<file path="src/sv/stpq_pkg.sv">
// Package: request and response words, entry layout and codes for the task queue.
package stpq_pkg;

	localparam int DEPTH_DEF = 16;

	localparam logic [1:0] REQ_INSERT = 2'd0;
	localparam logic [1:0] REQ_POP    = 2'd1;
	localparam logic [1:0] REQ_REMOVE = 2'd2;

	localparam logic [1:0] ST_OK   = 2'd0;
	localparam logic [1:0] ST_MISS = 2'd1;
	localparam logic [1:0] ST_FULL = 2'd2;

	typedef struct packed {
		logic [1:0]  req_type;
		logic [15:0] task_id;
		logic [31:0] job_key;
	} req_t;

	typedef struct packed {
		logic [1:0]  status;
		logic [15:0] out_task_id;
		logic [31:0] out_key;
		logic [4:0]  occupancy;
	} rsp_t;

	typedef struct packed {
		logic [15:0] id;
		logic [31:0] key;
	} entry_t;

	localparam int ENTRY_W = $bits(entry_t);

endpackage

</file>
<file path="src/sv/sorted_task_priority_queue.sv">
// Sorted task queue: one request word in, one response word out, entries in one RAM.
// Insert walks down from the last entry, moving each entry with a larger key up one slot, then writes
// the new entry; an empty queue takes it in slot 0 directly, a full queue answers ST_FULL. Pop and remove
// scan from slot 0 (pop takes slot 0), then shift later entries down. Only one request is taken at a time.
// Reset clears the entry count and control; RAM contents are left as they are.
module sorted_task_priority_queue #(
	parameter int DEPTH = stpq_pkg::DEPTH_DEF
) (
	input  logic            clk,
	input  logic            arst_n,
	input  logic            in_valid,
	output logic            in_ready,
	input  stpq_pkg::req_t  in_data,
	output logic            out_valid,
	input  logic            out_ready,
	output stpq_pkg::rsp_t  out_data
);

	localparam int AW = $clog2(DEPTH);
	localparam int CW = $clog2(DEPTH + 1);

	typedef enum logic [5:0] {
		S_IDLE     = 6'b000001,
		S_INS      = 6'b000010,
		S_INS_HEAD = 6'b000100,
		S_SRCH     = 6'b001000,
		S_SHF      = 6'b010000,
		S_RESP     = 6'b100000
	} state_t;

	state_t           state_q;
	stpq_pkg::req_t   req_q;
	stpq_pkg::rsp_t   res_q;
	logic [CW-1:0]    count_q;
	logic [AW-1:0]    idx_q;
	logic             out_valid_q;
	stpq_pkg::rsp_t   out_q;

	logic                      we, re;
	logic [AW-1:0]             waddr, raddr;
	stpq_pkg::entry_t          wdata, rdata;
	logic [stpq_pkg::ENTRY_W-1:0] rdata_raw;

	logic [CW-1:0] idx_next;
	logic          more;
	logic          match;

	assign rdata    = stpq_pkg::entry_t'(rdata_raw);
	assign idx_next = CW'(idx_q) + CW'(1);
	assign more     = idx_next < count_q;
	assign match    = (req_q.req_type == stpq_pkg::REQ_POP) || (rdata.id == req_q.task_id);

	assign in_ready  = (state_q == S_IDLE);
	assign out_valid = out_valid_q;
	assign out_data  = out_q;

	stpq_ram #(
		.WIDTH(stpq_pkg::ENTRY_W),
		.DEPTH(DEPTH)
	) u_ram (
		.clk  (clk),
		.we   (we),
		.waddr(waddr),
		.wdata(wdata),
		.re   (re),
		.raddr(raddr),
		.rdata(rdata_raw)
	);

	// drive RAM ports from the current step of the walk
	always_comb begin
		we    = 1'b0;
		waddr = '0;
		wdata = '0;
		re    = 1'b0;
		raddr = '0;
		case (state_q)
			S_IDLE: begin
				if (in_valid) begin
					if (in_data.req_type == stpq_pkg::REQ_INSERT) begin
						if (count_q == CW'(0)) begin
							we    = 1'b1;
							waddr = '0;
							wdata = '{id: in_data.task_id, key: in_data.job_key};
						end else if (count_q != CW'(DEPTH)) begin
							re    = 1'b1;
							raddr = AW'(count_q - CW'(1));
						end
					end else begin
						re    = 1'b1;
						raddr = '0;
					end
				end
			end
			S_INS: begin
				we = 1'b1;
				if (rdata.key > req_q.job_key) begin
					waddr = AW'(idx_next);
					wdata = rdata;
					if (idx_q != '0) begin
						re    = 1'b1;
						raddr = idx_q - AW'(1);
					end
				end else begin
					waddr = AW'(idx_next);
					wdata = '{id: req_q.task_id, key: req_q.job_key};
				end
			end
			S_INS_HEAD: begin
				we    = 1'b1;
				waddr = '0;
				wdata = '{id: req_q.task_id, key: req_q.job_key};
			end
			S_SRCH: begin
				if (more) begin
					re    = 1'b1;
					raddr = AW'(idx_next);
				end
			end
			S_SHF: begin
				we    = 1'b1;
				waddr = idx_q - AW'(1);
				wdata = rdata;
				if (more) begin
					re    = 1'b1;
					raddr = AW'(idx_next);
				end
			end
			default: begin
			end
		endcase
	end

	// sequence one request through the RAM
	always_ff @(posedge clk or negedge arst_n) begin
		if (!arst_n) begin
			state_q     <= S_IDLE;
			count_q     <= '0;
			idx_q       <= '0;
			out_valid_q <= 1'b0;
		end else begin
			if (out_valid_q && out_ready && state_q != S_RESP) begin
				out_valid_q <= 1'b0;
			end
			case (state_q)
				S_IDLE: begin
					if (in_valid) begin
						case (in_data.req_type)
							stpq_pkg::REQ_INSERT: begin
								if (count_q == CW'(DEPTH)) begin
									res_q   <= '{status: stpq_pkg::ST_FULL, out_task_id: '0,
										out_key: '0, occupancy: 5'(count_q)};
									state_q <= S_RESP;
								end else if (count_q == CW'(0)) begin
									count_q <= CW'(1);
									res_q   <= '{status: stpq_pkg::ST_OK, out_task_id: '0,
										out_key: '0, occupancy: 5'd1};
									state_q <= S_RESP;
								end else begin
									res_q   <= '{status: stpq_pkg::ST_MISS, out_task_id: '0,
										out_key: '0, occupancy: 5'(count_q)};
									idx_q   <= AW'(count_q - CW'(1));
									state_q <= S_INS;
								end
							end
							stpq_pkg::REQ_POP, stpq_pkg::REQ_REMOVE: begin
								res_q   <= '{status: stpq_pkg::ST_MISS, out_task_id: '0,
									out_key: '0, occupancy: 5'(count_q)};
								idx_q   <= '0;
								state_q <= (count_q == CW'(0)) ? S_RESP : S_SRCH;
							end
							default: begin
								res_q   <= '{status: stpq_pkg::ST_MISS, out_task_id: '0,
									out_key: '0, occupancy: 5'(count_q)};
								state_q <= S_RESP;
							end
						endcase
					end
				end
				S_INS: begin
					if ((rdata.key > req_q.job_key) && (idx_q != '0)) begin
						idx_q <= idx_q - AW'(1);
					end else begin
						if (rdata.key > req_q.job_key) begin
							state_q <= S_INS_HEAD;
						end else begin
							state_q <= S_RESP;
						end
						count_q         <= count_q + CW'(1);
						res_q.status    <= stpq_pkg::ST_OK;
						res_q.occupancy <= 5'(count_q + CW'(1));
					end
				end
				S_INS_HEAD: begin
					state_q <= S_RESP;
				end
				S_SRCH: begin
					if (match) begin
						res_q.status      <= stpq_pkg::ST_OK;
						res_q.out_task_id <= rdata.id;
						res_q.out_key     <= rdata.key;
						res_q.occupancy   <= 5'(count_q - CW'(1));
						if (more) begin
							idx_q   <= AW'(idx_next);
							state_q <= S_SHF;
						end else begin
							count_q <= count_q - CW'(1);
							state_q <= S_RESP;
						end
					end else if (more) begin
						idx_q <= AW'(idx_next);
					end else begin
						state_q <= S_RESP;
					end
				end
				S_SHF: begin
					if (more) begin
						idx_q <= AW'(idx_next);
					end else begin
						count_q <= count_q - CW'(1);
						state_q <= S_RESP;
					end
				end
				S_RESP: begin
					if (!out_valid_q || out_ready) begin
						out_valid_q <= 1'b1;
						state_q     <= S_IDLE;
					end
				end
				default: begin
					state_q <= S_IDLE;
				end
			endcase
		end
	end

	// hold the request word and load the output word
	always_ff @(posedge clk) begin
		if (state_q == S_IDLE && in_valid) begin
			req_q <= in_data;
		end
		if (state_q == S_RESP && (!out_valid_q || out_ready)) begin
			out_q <= res_q;
		end
	end

endmodule

</file>
<file path="src/sv/stpq_ram.sv">
// Generic simple dual-port RAM with registered read.
module stpq_ram #(
	parameter int WIDTH = 8,
	parameter int DEPTH = 16
) (
	input  logic                     clk,
	input  logic                     we,
	input  logic [$clog2(DEPTH)-1:0] waddr,
	input  logic [WIDTH-1:0]         wdata,
	input  logic                     re,
	input  logic [$clog2(DEPTH)-1:0] raddr,
	output logic [WIDTH-1:0]         rdata
);

	logic [WIDTH-1:0] mem_q [DEPTH];

	// write port
	always_ff @(posedge clk) begin
		if (we) begin
			mem_q[waddr] <= wdata;
		end
	end

	// registered read port
	always_ff @(posedge clk) begin
		if (re) begin
			rdata <= mem_q[raddr];
		end
	end

endmodule
</file>
<file path="config.mk">
export PLATFORM = sky130hd
export DESIGN_NAME = sorted_task_priority_queue
export DESIGN_NICKNAME = d
export VERILOG_FILES = /design/src/sv/stpq_pkg.sv /design/src/sv/sorted_task_priority_queue.sv /design/src/sv/stpq_ram.sv
export SDC_FILE = /design/constraint.sdc
export NUM_CORES = 1
export LEC_CHECK = 0
export BUFFER_PORTS_ARGS = -buffer_cell sky130_fd_sc_hd__clkbuf_2
export CORE_MARGIN = 2
export CORE_UTILIZATION = 48
export DETAILED_ROUTE_END_ITERATION = 8
export GPL_ROUTABILITY_DRIVEN = 0
export PLACE_DENSITY_LB_ADDON = 0.3
export SYNTH_ARGS = -nofsm -noshare
export SYNTH_HDL_FRONTEND = slang
export SYNTH_SLANG_ARGS = --single-unit
</file>
<file path="constraint.sdc">
create_clock -name clk -period 7.8 [get_ports clk]
set_clock_uncertainty 0.05 [all_clocks]
set_input_delay 0.78 -clock clk [delete_from_list [all_inputs] [get_ports clk]]
set_output_delay 0.78 -clock clk [all_outputs]
set_load 0.05 [all_outputs]
</file>
==> impl_metrics.toml <==
[pwr]
p_per_area_nw_per_um2 = 343
irDropWorstVdd_mv = 0.236
leakagePower_nw = 15.7

[synth]
ys_seq_area_frac = 0.740
avgSynthCellArea_um2 = 16.2
synth_nets = 2578
yosysWarnings = 0
ys_types = 67
postSynth.asyncResetShare = 0.0161
ys_ff_latch = 992
netlist_instances = 2482
synth_area_um2 = 40100
ys.flop_type = "edfxtp_1"
synth_edf_count = 976

[finish]
final_common_cell = "edfxtp_1"
layout.nets = 2665
n_antenna_cell = 0
area_growth_pct = 12.5
final_cell_mix = "976 x edfxtp_1, 296 x a211oi_1, 220 x mux2i_1, 149 x and3_1, 110 x clkbuf_2"
finish.instance_area_um2 = 45200
fill_cells = 6471
drive_gt1_frac = 0.136
fin_cells = 3730

[clock_tree]
hold_buffers = 0
numCtsBuffers = 97
clock_latency_ns = 0.66
clock-sinks = 992
postCtsSetupBuffers = 0
clkTransAtPathRegs_ns = 0.07
post_cts_resize_count = 0
tritoncts = "built"
htreeDepth = 3
root_buffer = "clkbuf_16"
clock_path_buffers = 3

[grt]
antenna_found_initial = 4
first_global_vias = 22400
grt-ovfl-total = 0
grt_usage = 0.229
grt_max_degree = 147
grt_pass1_wl_um = 146000

[route]
vias_per_cell = 6.23
wl_per_cell_um = 26.7
ant_nets = 0
route.detailed.drc = 0
first_pass_iters = 9
drt-total-wl_um = 99600
num_vias = 23200
drtIter0Drc = 2899

[worst_setup_path]
cp.required_ns = 8.14
cpPeakStageDelay_ns = 0.78
crit_slowest_cell = "a21oi_4"
startpoint_type = "flip-flop"
cp_max_fo = 114
setup.worst_path.class = "flip-flop to flip-flop"
crit_arrival_ns = 6.03
end_kind = "flip-flop"
crit_chain = "inv_1, ha_1, ha_1, a31oi_1, o21ai_1, nor2_1, a21oi_4, nand2_8, buf_4, a211oi_1, a211oi_1, or4_1"

[die]
core-area_um2 = 83300
io_pins = 111
die_h_um = 293
die_width_um = 293
rows = 106
initial_core_util = 0.482
dieArea_um2 = 86000

[flow_run]
cap_viol_max_count = 0

[timing]
rsz0062_at_grt = "false"
hold_slack_ns = 0.0397
max-slew-margin-rel = 0.218
slew_viol_final = 0
fmax_mhz = 176
hold_viol = 0
setup-tns-final_ns = 0
min_period_ns = 5.69
finalSetupViolCount = 0
worst-slew-pin-transition_ns = 1.17
fin_crit_sh = 0.730

[worst_hold_path]
holdCritPathClass = "input port to asynchronous set/reset pin"

[status]
outcome = "finished, final reports clean"

[place]
dp_hpwl_um = 52900
numPortBuffers = 110
place_area_um2 = 41900
place_inst = 3550
==> cells by family after synthesis <==
| logic type | synth area share |
|---|---|
| multiplexers | 0.0554 |
| flip-flops | 0.740 |
| AO/OA/AOI/OAI | 0.0953 |
| adder cells (fa/ha/maj) | 0.0131 |
| XOR/XNOR | 0.00567 |
| AND/OR/NAND/NOR | 0.0621 |
| buffers and inverters | 0.0283 |
==> worst max-delay path, delay by kind of cell (launching register included) <==
kind	cells	cell delay, ns
simple gates	3	1.34
buf+inv	2	0.82
flops	1	0.63
fa+ha+maj	2	0.77
compound gates	5	1.64
==> synthesized netlist by cell type, types with 5 or more instances <==
cell      number  area, µm²
ha_1          42        526
dfrtp_1       15        375
mux2i_1      220       2200
o22ai_1       45        282
a311oi_1      13        114
a222oi_1      48        480
buf_1          5       18.8
inv_1         98        368
a211oi_1     296       2220
edfxtp_1     976      29300
a221oi_1      13        114
buf_6         10        113
xor2_1        20        175
nor4_1         5       31.3
nor2_1        46        173
nor3_1        10       50.1
o21ai_0       19       95.1
nand3_1       10       50.1
or2_2          6       37.5
and2_1        61        382
nor2b_1        6       37.5
o211ai_1       8       60.1
nand2b_1       5       31.3
xnor2_1        6       52.6
and3_1       149        932
buf_2         48        240
nand4_1        9       56.3
or4_1         49        368
clkbuf_1     102        383
a21oi_1       33        165
nand2_1       60        225
==> power by group <==
part | switching, mW | internal (mW)
Combinational | 2.51 | 1.11
Sequential | 0.328 | 6.73
Clock | 1.99 | 2.84
Total | 4.82 | 10.7
==> cell type report <==
type	instances	area [µm²]	share of cell area
Inverter	98	368	0.00814
Multi-Input combinational cell	1225	9520	0.211
Sequential cell	992	29700	0.658
Timing Repair Buffer	155	913	0.0202
Clock inverter	66	737	0.0163
Clock buffer	114	2580	0.0572
Tap cell	1080	1350	0.0299
==> per-layer routing <==
layer  GRT usage  share of wire
met1       0.317           0.41
met2       0.377           0.48
met3      0.0350          0.085
met4      0.0699          0.022
met5           0       0.000080
==> metrics by stage <==
step / util / setup WS [ns] / total power, mW
2_1_floorplan: - / 3.17 / 9.56
3_3_place_gp: 0.503 / 2.43 / 10.6
3_5_place_dp: 0.503 / 2.25 / 10.7
4_1_cts: 0.542 / 2.24 / 15.5
5_1_grt: 0.542 / 1.83 / 16.1
6_report: 0.542 / 2.11 / 15.5
==> worst paths after layout <==
kind	slack, ns	cells past startpoint	from	endpoint
hold reg to reg	0.36	0	res_q[32]	out_data[32]
min in group clk	0.26	1	in_data[8]	req_q[8]
max in group asynchronous	7.29	1	arst_n	state_q[0]
hold / removal	0.04	1	arst_n	idx_q[1]
setup / recovery	2.11	12	idx_q[0]	u_ram.rdata[10]
setup reg to reg	2.11	12	idx_q[0]	u_ram.rdata[10]
==> state kept, by name (all words and copies together), names as in the netlist <==
signal / flops
u_ram.mem_q: 768
out_data: 55
res_q: 55
req_q: 50
u_ram.rdata: 48
state_q: 6
count_q: 5
idx_q: 4
out_valid: 1
Power figures use the tool's default switching activity.
